**src/sv/lzenc_pkg.sv**
```systemverilog
// shared types and constants for the lz sequence token encoder
`default_nettype none

package lzenc_pkg;

    localparam int LEN_BITS    = 13;
    localparam int OFF_BITS    = 17;
    localparam int MIN_W       = 5;
    localparam int QUEUE_DEPTH = 4;
    localparam int QPTR_W      = $clog2(QUEUE_DEPTH);

    localparam logic [MIN_W-1:0]   MIN_MATCH_RESET = 5'd4;
    localparam logic [LEN_BITS-1:0] EXT_BASE       = LEN_BITS'(7);
    localparam logic [LEN_BITS-1:0] EXT_CHUNK      = LEN_BITS'(255);
    localparam logic [7:0]          CHUNK_BYTE     = 8'hff;

    localparam logic CMD_HEADER  = 1'b0;
    localparam logic CMD_LITERAL = 1'b1;

    typedef struct packed {
        logic [7:0]          first_byte;
        logic                zero_byte;
        logic                lit_ext;
        logic [LEN_BITS-1:0] ext_len;
        logic                fin;
        logic                lit_only;
        logic                short_form;
        logic [OFF_BITS-1:0] offset;
        logic [LEN_BITS-1:0] match;
    } lzenc_job_t;

    function automatic logic [2:0] min7(input logic [LEN_BITS-1:0] v);
        min7 = (v < EXT_BASE) ? v[2:0] : 3'd7;
    endfunction

endpackage

`default_nettype wire

```
**src/sv/lzenc_front.sv**
```systemverilog
// front part: accepts items, tracks the open sequence and builds byte jobs
`default_nettype none

module lzenc_front
    import lzenc_pkg::*;
(
    input  wire logic                clk,
    input  wire logic                rst_n,
    input  wire logic                push,
    input  wire logic                full,
    input  wire logic                cmd,
    input  wire logic [16:0]         match_offset,
    input  wire logic [12:0]         match_length,
    input  wire logic [12:0]         literal_count,
    input  wire logic [7:0]          literal_byte,
    input  wire logic                cfg_valid,
    input  wire logic [MIN_W-1:0]    cfg_data,
    output lzenc_job_t               job,
    output logic                     job_push
);

    logic [MIN_W-1:0]    min_match_reg;
    logic [OFF_BITS-1:0] offset_reg;
    logic [LEN_BITS-1:0] match_reg;
    logic [LEN_BITS-1:0] left_reg;
    logic                short_reg;
    logic                lonly_reg;

    logic                accept;
    logic [LEN_BITS-1:0] ml;
    logic [LEN_BITS-1:0] lc;
    logic [LEN_BITS-1:0] min_ext;
    logic [LEN_BITS-1:0] m;
    logic                h_lonly;
    logic                h_short;
    logic [7:0]          token;

    assign accept  = push && !full;
    assign ml      = match_length[LEN_BITS-1:0];
    assign lc      = literal_count[LEN_BITS-1:0];
    assign min_ext = LEN_BITS'(min_match_reg);
    assign m       = (ml > min_ext) ? (ml - min_ext) : '0;
    assign h_lonly = (match_offset == '0);
    assign h_short = !h_lonly && (match_offset < OFF_BITS'(1 << 10)) && (lc < LEN_BITS'(4));

    always_comb
    begin
        if (h_lonly)
        begin
            token = {1'b1, 4'b0000, min7(lc)};
        end
        else if (h_short)
        begin
            token = {1'b1, match_offset[9:8], lc[1:0], min7(m)};
        end
        else
        begin
            token = {1'b0, match_offset[16], min7(lc), min7(m)};
        end
    end

    always_comb
    begin
        job      = '0;
        job_push = 1'b0;
        if (cmd == CMD_HEADER)
        begin
            job_push        = accept;
            job.first_byte  = token;
            job.zero_byte   = h_lonly;
            job.lit_ext     = !h_short && (lc >= EXT_BASE);
            job.ext_len     = lc;
            job.fin         = (lc == '0);
            job.lit_only    = h_lonly;
            job.short_form  = h_short;
            job.offset      = match_offset;
            job.match       = h_lonly ? '0 : m;
        end
        else
        begin
            job_push        = accept && (left_reg != '0);
            job.first_byte  = literal_byte;
            job.fin         = (left_reg == LEN_BITS'(1));
            job.lit_only    = lonly_reg;
            job.short_form  = short_reg;
            job.offset      = offset_reg;
            job.match       = match_reg;
        end
    end

    always_ff @(posedge clk or negedge rst_n)
    begin
        if (!rst_n)
        begin
            min_match_reg <= MIN_MATCH_RESET;
            offset_reg    <= '0;
            match_reg     <= '0;
            left_reg      <= '0;
            short_reg     <= 1'b0;
            lonly_reg     <= 1'b0;
        end
        else
        begin
            if (cfg_valid)
            begin
                min_match_reg <= cfg_data;
            end
            if (accept && (cmd == CMD_HEADER))
            begin
                offset_reg <= match_offset;
                match_reg  <= h_lonly ? '0 : m;
                left_reg   <= lc;
                short_reg  <= h_short;
                lonly_reg  <= h_lonly;
            end
            else if (job_push)
            begin
                left_reg <= left_reg - LEN_BITS'(1);
            end
        end
    end

endmodule

`default_nettype wire

```
**src/sv/lzenc_queue.sv**
```systemverilog
// short job queue between the front and back parts
`default_nettype none

module lzenc_queue
    import lzenc_pkg::*;
(
    input  wire logic        clk,
    input  wire logic        rst_n,
    input  wire logic        wr_en,
    input  wire lzenc_job_t  wr_data,
    output logic             full,
    input  wire logic        rd_en,
    output lzenc_job_t       rd_data,
    output logic             rd_valid
);

    lzenc_job_t          entries [QUEUE_DEPTH];
    logic [QPTR_W-1:0]   wr_ptr_reg;
    logic [QPTR_W-1:0]   rd_ptr_reg;
    logic [QPTR_W:0]     count_reg;
    logic                do_wr;
    logic                do_rd;

    assign full     = (count_reg == (QPTR_W+1)'(QUEUE_DEPTH));
    assign rd_valid = (count_reg != '0);
    assign rd_data  = entries[rd_ptr_reg];
    assign do_wr    = wr_en && !full;
    assign do_rd    = rd_en && rd_valid;

    always_ff @(posedge clk)
    begin
        if (do_wr)
        begin
            entries[wr_ptr_reg] <= wr_data;
        end
    end

    always_ff @(posedge clk or negedge rst_n)
    begin
        if (!rst_n)
        begin
            wr_ptr_reg <= '0;
            rd_ptr_reg <= '0;
            count_reg  <= '0;
        end
        else
        begin
            if (do_wr)
            begin
                wr_ptr_reg <= wr_ptr_reg + QPTR_W'(1);
            end
            if (do_rd)
            begin
                rd_ptr_reg <= rd_ptr_reg + QPTR_W'(1);
            end
            if (do_wr && !do_rd)
            begin
                count_reg <= count_reg + (QPTR_W+1)'(1);
            end
            else if (do_rd && !do_wr)
            begin
                count_reg <= count_reg - (QPTR_W+1)'(1);
            end
        end
    end

endmodule

`default_nettype wire

```
**src/sv/lzenc_back.sv**
```systemverilog
// back part: byte sequencer that turns one job into stream bytes
`default_nettype none

module lzenc_back
    import lzenc_pkg::*;
(
    input  wire logic        clk,
    input  wire logic        rst_n,
    input  wire lzenc_job_t  q_data,
    input  wire logic        q_valid,
    output logic             q_pop,
    input  wire logic        pop,
    output logic             empty,
    output logic [7:0]       out_byte,
    output logic             last,
    output logic             sequence_done
);

    typedef enum logic [2:0] {
        PH_IDLE,
        PH_FIRST,
        PH_ZERO,
        PH_LEXT,
        PH_OFF0,
        PH_OFF1,
        PH_MEXT
    } phase_t;

    phase_t              phase_reg;
    phase_t              phase_next;
    phase_t              fin_ph;
    phase_t              mext_ph;
    lzenc_job_t          job_reg;
    logic [LEN_BITS-1:0] rest_reg;
    logic [LEN_BITS-1:0] rest_next;
    logic                out_valid_reg;
    logic [7:0]          out_byte_reg;
    logic                last_reg;
    logic                done_reg;

    logic                emit;
    logic                done;
    logic                chunk_full;
    logic [7:0]          chunk;
    logic [7:0]          cur_byte;

    assign empty         = !out_valid_reg;
    assign out_byte      = out_byte_reg;
    assign last          = last_reg;
    assign sequence_done = done_reg;

    assign chunk_full = (rest_reg >= EXT_CHUNK);
    assign chunk      = chunk_full ? CHUNK_BYTE : rest_reg[7:0];
    assign emit       = (phase_reg != PH_IDLE) && (!out_valid_reg || pop);
    assign fin_ph     = (job_reg.fin && !job_reg.lit_only) ? PH_OFF0 : PH_IDLE;
    assign mext_ph    = (job_reg.match >= EXT_BASE) ? PH_MEXT : PH_IDLE;
    assign done       = (phase_next == PH_IDLE);
    assign q_pop      = q_valid && ((phase_reg == PH_IDLE) || (emit && done));

    always_comb
    begin
        phase_next = PH_IDLE;
        cur_byte   = job_reg.first_byte;
        rest_next  = rest_reg;
        unique case (phase_reg)
            PH_IDLE:
            begin
                phase_next = PH_IDLE;
            end
            PH_FIRST:
            begin
                cur_byte = job_reg.first_byte;
                if (job_reg.zero_byte)
                begin
                    phase_next = PH_ZERO;
                end
                else if (job_reg.lit_ext)
                begin
                    phase_next = PH_LEXT;
                    rest_next  = job_reg.ext_len - EXT_BASE;
                end
                else
                begin
                    phase_next = fin_ph;
                end
            end
            PH_ZERO:
            begin
                cur_byte = 8'h00;
                if (job_reg.lit_ext)
                begin
                    phase_next = PH_LEXT;
                    rest_next  = job_reg.ext_len - EXT_BASE;
                end
                else
                begin
                    phase_next = fin_ph;
                end
            end
            PH_LEXT:
            begin
                cur_byte = chunk;
                if (chunk_full)
                begin
                    phase_next = PH_LEXT;
                    rest_next  = rest_reg - EXT_CHUNK;
                end
                else
                begin
                    phase_next = fin_ph;
                end
            end
            PH_OFF0:
            begin
                cur_byte   = job_reg.offset[7:0];
                phase_next = job_reg.short_form ? mext_ph : PH_OFF1;
                rest_next  = job_reg.match - EXT_BASE;
            end
            PH_OFF1:
            begin
                cur_byte   = job_reg.offset[15:8];
                phase_next = mext_ph;
                rest_next  = job_reg.match - EXT_BASE;
            end
            PH_MEXT:
            begin
                cur_byte = chunk;
                if (chunk_full)
                begin
                    phase_next = PH_MEXT;
                    rest_next  = rest_reg - EXT_CHUNK;
                end
                else
                begin
                    phase_next = PH_IDLE;
                end
            end
            default:
            begin
                phase_next = PH_IDLE;
            end
        endcase
    end

    always_ff @(posedge clk or negedge rst_n)
    begin
        if (!rst_n)
        begin
            phase_reg     <= PH_IDLE;
            out_valid_reg <= 1'b0;
            job_reg       <= '0;
            rest_reg      <= '0;
            out_byte_reg  <= '0;
            last_reg      <= 1'b0;
            done_reg      <= 1'b0;
        end
        else
        begin
            if (q_pop)
            begin
                job_reg   <= q_data;
                phase_reg <= PH_FIRST;
            end
            else if (emit)
            begin
                phase_reg <= phase_next;
                rest_reg  <= rest_next;
            end
            if (emit)
            begin
                out_valid_reg <= 1'b1;
                out_byte_reg  <= cur_byte;
                last_reg      <= done;
                done_reg      <= done && job_reg.fin;
            end
            else if (pop)
            begin
                out_valid_reg <= 1'b0;
            end
        end
    end

endmodule

`default_nettype wire

```
**src/sv/lz_sequence_token_encoder_core.sv**
```systemverilog
// top level of the lz sequence token encoder
// with the back sequencer idle, an accepted item is written to the job queue, loaded into
// the back job register, then its first byte is registered onto the result ports
// throughput: one stream byte per cycle while pop keeps up, no gap between queued jobs
// a 4-entry job queue lets the front keep accepting while the back drains bytes
// reset is asynchronous, active low: queue and sequencer empty, min_match back to 4
`default_nettype none

module lz_sequence_token_encoder_core
    import lzenc_pkg::*;
(
    input  wire logic          clk,
    input  wire logic          rst_n,
    input  wire logic          push,
    output logic               full,
    input  wire logic          cmd,
    input  wire logic [16:0]   match_offset,
    input  wire logic [12:0]   match_length,
    input  wire logic [12:0]   literal_count,
    input  wire logic [7:0]    literal_byte,
    output logic               empty,
    input  wire logic          pop,
    output logic [7:0]         out_byte,
    output logic               last,
    output logic               sequence_done,
    input  wire logic          cfg_valid,
    output logic               cfg_ready,
    input  wire logic [4:0]    cfg_data
);

    lzenc_job_t job;
    lzenc_job_t q_data;
    logic       job_push;
    logic       q_valid;
    logic       q_pop;

    assign cfg_ready = 1'b1;

    lzenc_front u_front (
        .clk           (clk),
        .rst_n         (rst_n),
        .push          (push),
        .full          (full),
        .cmd           (cmd),
        .match_offset  (match_offset),
        .match_length  (match_length),
        .literal_count (literal_count),
        .literal_byte  (literal_byte),
        .cfg_valid     (cfg_valid),
        .cfg_data      (cfg_data),
        .job           (job),
        .job_push      (job_push)
    );

    lzenc_queue u_queue (
        .clk      (clk),
        .rst_n    (rst_n),
        .wr_en    (job_push),
        .wr_data  (job),
        .full     (full),
        .rd_en    (q_pop),
        .rd_data  (q_data),
        .rd_valid (q_valid)
    );

    lzenc_back u_back (
        .clk           (clk),
        .rst_n         (rst_n),
        .q_data        (q_data),
        .q_valid       (q_valid),
        .q_pop         (q_pop),
        .pop           (pop),
        .empty         (empty),
        .out_byte      (out_byte),
        .last          (last),
        .sequence_done (sequence_done)
    );

endmodule

`default_nettype wire

```
**config.mk**
```make
export PLATFORM = sky130hd
export DESIGN_NAME = lz_sequence_token_encoder_core
export DESIGN_NICKNAME = d
export VERILOG_FILES = /design/src/sv/lzenc_pkg.sv /design/src/sv/lzenc_front.sv /design/src/sv/lzenc_queue.sv /design/src/sv/lzenc_back.sv /design/src/sv/lz_sequence_token_encoder_core.sv
export SDC_FILE = /design/constraint.sdc
export NUM_CORES = 1
export LEC_CHECK = 0
export BUFFER_PORTS_ARGS = -buffer_cell sky130_fd_sc_hd__buf_2
export CORE_ASPECT_RATIO = 1.1
export CORE_UTILIZATION = 45
export CTS_CLUSTER_DIAMETER = 200
export CTS_CLUSTER_SIZE = 25
export DETAILED_ROUTE_END_ITERATION = 16
export GPL_TIMING_DRIVEN = 0
export PLACE_DENSITY = 0.65
export SKIP_LAST_GASP = 1
export SYNTH_ARGS = -nofsm -noshare
export SYNTH_HDL_FRONTEND = slang
export SYNTH_SLANG_ARGS = --single-unit
```
**constraint.sdc**
```tcl
create_clock -name clk -period 4.6 [get_ports clk]
set_input_delay 0.46 -clock clk [delete_from_list [all_inputs] [get_ports clk]]
set_output_delay 0.46 -clock clk [all_outputs]
set_load 0.05 [all_outputs]
```
# Yosys cells after proc, flatten, opt, wreduce, memory -nomap -nowiden
# Memories as Yosys holds them, arrays and structs flattened. A register that Yosys moved wholly into a read port is not among the register bits.
# Index checks and enable logic that the tools add are counted.
dict set report op_classes {
  n_addsub 9
  order_cmp 8
  n_eq_ne 10
  mux 34
  bitwise 2
  reduce_logical 40
}
# op n
set op_table {}
lappend op_table {{$mux W13} 7}
lappend op_table {{$pmux W13 S4} 1}
lappend op_table {{$lt A13 B3 Y1 const B} 3}
lappend op_table {{$mux W3} 13}
lappend op_table {{$mux W33} 1}
lappend op_table {{$mux W8} 4}
lappend op_table {{$pmux W8 S4} 1}
lappend op_table {{$ge A13 B3 Y1 const B} 2}
lappend op_table {{$sub A13 B3 Y13 const B} 2}
lappend op_table {{$pmux W3 S6} 1}
lappend op_table {{$logic_not A17 Y1} 1}
lappend op_table {{$lt A17 B11 Y1 const B} 1}
lappend op_table {{$logic_and A1 B1 Y1} 15}
lappend op_table {{$mux W15} 1}
lappend op_table {{$eq A13 B1 Y1 const B} 1}
lappend op_table {{$ge A13 B8 Y1 const B} 1}
lappend op_table {{$gt A13 B5 Y1} 1}
lappend op_table {{$logic_not A13 Y1} 1}
lappend op_table {{$reduce_bool A13 Y1} 1}
lappend op_table {{$sub A13 B1 Y13 const B} 1}
lappend op_table {{$sub A13 B5 Y13} 1}
lappend op_table {{$sub A13 B8 Y13 const B} 1}
lappend op_table {{$eq A3 B3 Y1 const B} 4}
lappend op_table {{$logic_not A1 Y1} 8}
lappend op_table {{16 further kinds} 30}
dict set report totals {
  regBits 84
  ram_bits 224
  in_bits 62
  output_inout_bits 13
  word_cells 119
  mem_count 1
}
# memory words width rd rd_clocked_by_memory_dff write_ports line
set memory_table {}
lappend memory_table {u_queue.entries 4 56 1 1 1 lzenc_queue.sv:17} ;# lzenc_job_t entries [QUEUE_DEPTH];

# Longest topological paths before layout
dict set report depth {
  depth_word 14
  mapped_depth 16
  mapped_depth_nobuf 14
}

# Modules after synthesis
# Synthesis repeated with hierarchy kept, for this count alone.
dict set report hier_totals {
  cells_unflattened 1206
  hier_area_um2 16768.6
}
# mod instances cells_each area_each_um2 seq_area_each_um2
set by_module_without_submodules {}
lappend by_module_without_submodules {lzenc_queue 1 328 8520.7 6901.6}
lappend by_module_without_submodules {lzenc_back 1 435 4740.8 2052.0}
lappend by_module_without_submodules {lzenc_front 1 441 3495.9 1252.5}
lappend by_module_without_submodules {lz_sequence_token_encoder_core 1 2 11.3 0.0}

# Worst setup path before layout
# OpenSTA, ideal clock, no wires.
dict set report synth_path {
  path_type {flip-flop to flip-flop}
  from {reg u_queue.count_reg[0]}
  to {mem u_queue.entries[0][0] in the netlist's numbering, enable pin}
  setup_ps 507
  arrival_time_ps 3253
  required_time_ps 4093
  setup_slack_ps 841
  stages_incl_launch_ff 7
  n_path_buf 1
  synth_period_minus_slack_ps 3759
  path_cell_list {dfrtp_1 nor3b_1 nand2b_1 a21o_1 clkinv_1 clkbuf_1 and2_1}
}
dict set report synth_between {
  elab_chain_len 8
}
# item line
set synth_rtl {}
lappend synth_rtl {{from (decl)} lzenc_queue.sv:20} ;# logic [QPTR_W:0] count_reg;
lappend synth_rtl {{from (signal assigned)} lzenc_queue.sv:58} ;# count_reg <= count_reg + (QPTR_W+1)'(1);
lappend synth_rtl {{from (signal assigned)} lzenc_queue.sv:62} ;# count_reg <= count_reg - (QPTR_W+1)'(1);
lappend synth_rtl {{$eq A3 B3 Y1 (*)} lzenc_queue.sv:24} ;# assign full = (count_reg == (QPTR_W+1)'(QUEUE_DEPTH));
lappend synth_rtl {{via full} lz_sequence_token_encoder_core.sv:15} ;# output logic full,
lappend synth_rtl {{$logic_not A1 Y1 (*)} {lzenc_front.sv:38, lzenc_queue.sv:27}}
lappend synth_rtl {{$logic_and A1 B1 Y1} lzenc_front.sv:38} ;# assign accept = push && !full;
lappend synth_rtl {{$logic_and A1 B1 Y1} lzenc_front.sv:81} ;# job_push = accept && (left_reg != '0);
lappend synth_rtl {{$mux W1} lzenc_front.sv:66} ;# if (cmd == CMD_HEADER)
lappend synth_rtl {{$logic_and A1 B1 Y1 (*)} lzenc_queue.sv:27} ;# assign do_wr = wr_en && !full;
lappend synth_rtl {{via u_queue.do_wr} lzenc_queue.sv:21} ;# logic do_wr;
lappend synth_rtl {{$mux W1 (*)} lzenc_queue.sv:32} ;# if (do_wr)
lappend synth_rtl {{$mux W1 (not written as such) (*)} lzenc_queue.sv:34} ;# entries[wr_ptr_reg] <= wr_data;
lappend synth_rtl {{to (decl)} lzenc_queue.sv:17}
# The timed path passes the listed nets; every way through them passes the cells marked *.

# Final worst setup path
dict set report layout_path {
  from {reg u_back.rest_reg[8]}
  to {reg u_queue.count_reg[1]}
}
dict set report layout_between {
  elab_chain_len 11
  word_cells_on_any_way 14
  classes_between {order compare (1); mux (4); reduce/logical (9)}
}
# item line
set layout_rtl {}
lappend layout_rtl {{from (decl)} lzenc_back.sv:34} ;# logic [LEN_BITS-1:0] rest_reg;
lappend layout_rtl {{from (signal assigned)} lzenc_back.sv:167} ;# rest_reg <= rest_next;
lappend layout_rtl {{$ge A13 B8 Y1 (*)} lzenc_back.sv:52} ;# assign chunk_full = (rest_reg >= EXT_CHUNK);
lappend layout_rtl {{$mux W3 (on tied branches)} {lzenc_back.sv:103, lzenc_back.sv:128}}
lappend layout_rtl {{$pmux W3 S6 (*)} lzenc_back.sv:65} ;# unique case (phase_reg)
lappend layout_rtl {{$logic_not A3 Y1 (*)} lzenc_back.sv:57} ;# assign done = (phase_next == PH_IDLE);
lappend layout_rtl {{$logic_and A1 B1 Y1 (*)} lzenc_back.sv:58} ;# assign q_pop = q_valid && ((phase_reg == PH_IDLE) || (emit && done));
lappend layout_rtl {{$logic_or A1 B1 Y1 (*)} lzenc_back.sv:58}
lappend layout_rtl {{$logic_and A1 B1 Y1 (*)} lzenc_back.sv:58}
lappend layout_rtl {{$logic_and A1 B1 Y1 (*)} lzenc_queue.sv:28} ;# assign do_rd = rd_en && rd_valid;
lappend layout_rtl {{$logic_not A1 Y1} lzenc_queue.sv:56} ;# if (do_wr && !do_rd)
lappend layout_rtl {{$logic_and A1 B1 Y1} lzenc_queue.sv:56}
lappend layout_rtl {{$mux W3 or $reduce_bool A2 Y1 (tied branches)} --}
# Mark *: on every way between the ends. The rest lies on a longest branch, timed or not.
# A chain may end at the register's enable or synchronous reset.

==> results.cfg <==
[min_path]
whs_path_depth = 3
holdPathEnd = u_front.min_match_reg[4]$_DFFE_PN0P_
holdCritStartpoint = cfg_data[4]
holdCritPathClass = in -> reg

[timing]
fin_worst_skew_ps = 25.06
worst_pin_slew_ps = 1084
setup_ws_ps = 247.0
setup-tns-final_ps = 0
rsz_0062_raised_after_global_routing = false
period_needed_ps = 4353
setup_violations = 0
final_count_of_hold_timing_violations = 0
final.hold.worst_slack_ps = 135.5
max_clock_freq_mhz = 229.7
final.period_utilization = 0.9463
slew_viol_final = 0
slew_headroom = 0.2704

[clock_tree]
clock_tree.buffer_depth = 3
clockRootBuffer = clkbuf_16
numCtsBuffers = 18
cts.sink_count = 358
tritoncts = built
htree_num_levels = 1
post-cts-setup-buffer-count = 0
worst_skew_pair.late_latency_ps = 540
cts.reportedPaths.clkPinSlew_ps = 100

[critical_path]
critical_path_start_type = flip-flop
timing.setup.critical_path_class = reg -> reg
depth_of_the_worst_register_to_register_path = 13
worstPathMaxFanout = 10
critical-path-top-delay-family = compound AO/OA/AOI/OAI gates
timing.critical_path.slowest_cell_delay_ps = 930
required_ps = 5020
setup.reg_to_reg.worst_slack_ps = 250
critical_path_buf_inv_count = 4
worst_ep_arrival_time_ps = 4770
rr_endpoint = u_queue.count_reg[1]$_DFFE_PN0P_
cp_cell_sequence = or3_4 -> nor3_2 -> a21oi_1 -> a2111oi_0 -> and2_2 -> o21a_2 -> buf_6 -> buf_8 -> inv_2 -> ha_1 -> inv_1 -> fa_1 -> mux2_2
crit_path_top_delay_cell = a2111oi_0
endpoint_kind = flip-flop
reg2reg_from = u_back.rest_reg[8]$_DFFE_PN0P_

[grt]
wire_length_of_the_first_global_routing_pass_mm = 57.73
grt.total_usage = 0.2059
antenna_found_initial = 2
gr-total-overflow = 0
grt_max_degree = 94
vias_in_the_first_global_route = 9863

[synthesis]
synth.area.top_cells = edfxtp_1 (41%), dfrtp_1 (21%), mux4_2 (7.7%)
ys_dominant_reg_cell = edfxtp_1
synth_largest_type_area_fraction = 0.4097
yosys_warnings = 0
mapped_cells = 1183
synth_enable_flop_cells = 220
synth_sequential_area_ratio = 0.6239
ys_ff_latch = 358
synthDistinctLibCells = 68
synth.avg_cell_area_sq_um = 13.63
synth_net_count = 1263
synth_top_cell_by_area = edfxtp_1
synth_async_sr_flop_share = 0.3855
netlist_area_sq_mm = 0.01613

[route]
route.detailed.drc = 0
postRouteWirelength_mm = 36.83
antenna_left = 0
avgViaCountPerCell = 5.631
drt-pass1-iter-count = 5
detail_route.wl_per_cell_um = 20.79
drt_iter0_markers = 874
dr_total_vias = 9978

[finish]
layout.core_utilization = 0.5035
stdcell_count = 1772
final_cell_mix = edfxtp_1 (220), nand2_1 (148), dfrtp_1 (137), buf_2 (70), o21ai_0 (68)
nets = 1358
largest_register_ff_count = 220
post_route_cells_drive_above_1_share = 0.1705
most_common_cell_after_layout_fill_and_taps_aside = edfxtp_1
multi_input_area_sq_mm = 0.005684
number_of_fill_cells_in_the_layout = 3058
synthToLayoutAreaGrowth_pct = 9.978
area.sequential_sq_mm = 0.01006

[floorplan]
die_w_um = 182.5
core.rowCount = 72
initial_core_util = 0.4578
die_h_um = 200.5
dieArea_sq_mm = 0.03660
number_of_placed_i_o_pins = 75
fp.coreArea_sq_mm = 0.03522

[place]
detailed_placement_hpwl_mm = 25.78
place_congestion = 0.9068
numPlacedInstances = 1738
placement.io_buffers = 71
post-place-ws_ps = 347.3

[flow_run]
maxCapViolations = 0

[power]
worst_ir_drop_vdd_uv = 306.7
cellLeakagePower_nw = 6.511
power_density_over_the_cells_mw_per_mm2 = 652.2

[run_status]
run_status = finished clean
[Yosys cell counts, types with 3 or more instances]
cell type	instances
edfxtp_1	220
nand2_1	148
dfrtp_1	137
o21ai_0	68
mux4_2	55
nor2_1	54
clkbuf_1	48
mux2_2	47
a21oi_1	44
mux2_1	39
xor2_1	26
inv_1	23
o22ai_1	21
xnor2_1	20
nor3_1	19
nor2b_1	17
nor4_1	17
ha_1	16
nand3_1	15
or3_1	13
o31ai_1	11
nand2b_1	9
o221ai_1	9
buf_1	8
a22o_1	6
a31oi_1	6
and2_1	6
a211oi_1	5
and3_1	5
a21o_1	4
buf_8	4
nand4_1	4
nor3b_1	4
or2_2	4
a22oi_1	3
o211ai_1	3
o21a_1	3
or4_1	3
[worst register-to-register path: cells and delay by family, from the launching register on]
kind | cells | cell delay, ps
compound gates | 3 | 1210
fa+ha+maj | 2 | 610
buf+inv | 4 | 520
flops | 1 | 450
mux | 1 | 260
simple gates | 3 | 1200
[layer usage]
metal / share of wire / wire (um) / vias to the layer above / global-route usage
met5: 0.00035 / 13 / - / 0
met4: 0.027 / 989 / 2 / 0.06092
met3: 0.044 / 1606 / 60 / 0.02304
met2: 0.49 / 17900 / 268 / 0.3385
met1: 0.44 / 16330 / 5030 / 0.2895
li1: - / - / 4618 / -
[kinds of logic (layout without fill, tap and decap cells)]
family | count (synthesis) | in the layout | synth area share
buffers and inverters | 88 | 195 | 0.02421
flip-flops | 358 | 358 | 0.6239
adder cells (fa/ha/maj) | 19 | 19 | 0.01552
AO/OA/AOI/OAI | 201 | 201 | 0.07790
other | 1 | 2 | 0.0002326
AND/OR/NAND/NOR | 328 | 328 | 0.09575
XOR/XNOR | 46 | 46 | 0.02498
multiplexers | 142 | 142 | 0.1375
[area by class of cell]
| class | count | share of cell area |
|---|---|---|
| sequential | 358 | 0.5673 |
| clock buffer | 31 | 0.02935 |
| buffer | 63 | 0.01672 |
| multi-input combinational | 737 | 0.3205 |
| tap | 481 | 0.03394 |
| inverter | 25 | 0.005291 |
| antenna | 1 | 0.0001411 |
| timing repair buffer | 75 | 0.02561 |
| clock inverter | 1 | 0.001129 |
[through the flow]
stage               cell area [sq um]  total power [mW]
floorplan                       16130             8.412
global placement                17080             9.722
detailed placement              17180             9.852
CTS                             17730             11.66
global route                    17730             12.27
finish                          17730             11.57
[power by group]
| part | internal, mW | switching [mW] | total (mW) |
|---|---|---|---|
| logic | 2.01 | 2.66 | 4.67 |
| registers | 4.50 | 0.597 | 5.09 |
| clock network | 0.794 | 1.01 | 1.81 |
| total | 7.30 | 4.27 | 11.6 |
[what timing repair did]
action | in CTS | in global routing
setup endpoints to repair | 0 | 0
hold buffers | 1 | 0
resized for setup | 0 | 0
hold endpoints to repair | 44 | 0
[worst max path at each step]
stage | cells past startpoint | slack (ps) | end | startpoint
6_report | 13 | 250 | u_queue.count_reg[1]$_DFFE_PN0P_ | u_back.rest_reg[8]$_DFFE_PN0P_
3_5_place_dp | 13 | 350 | u_queue.count_reg[1]$_DFFE_PN0P_ | u_back.rest_reg[8]$_DFFE_PN0P_
2_1_floorplan | 6 | 840 | u_queue.entries[0][0]$_DFFE_PP_ | u_queue.count_reg[0]$_DFFE_PN0P_
3_3_place_gp | 8 | -350 | u_queue.entries[0][26]$_DFFE_PP_ | cmd
4_1_cts | 13 | 340 | u_queue.count_reg[1]$_DFFE_PN0P_ | u_back.rest_reg[8]$_DFFE_PN0P_
5_1_grt | 13 | 160 | u_queue.count_reg[1]$_DFFE_PN0P_ | u_back.rest_reg[8]$_DFFE_PN0P_
No activity file was read; power rests on OpenSTA's default activity.
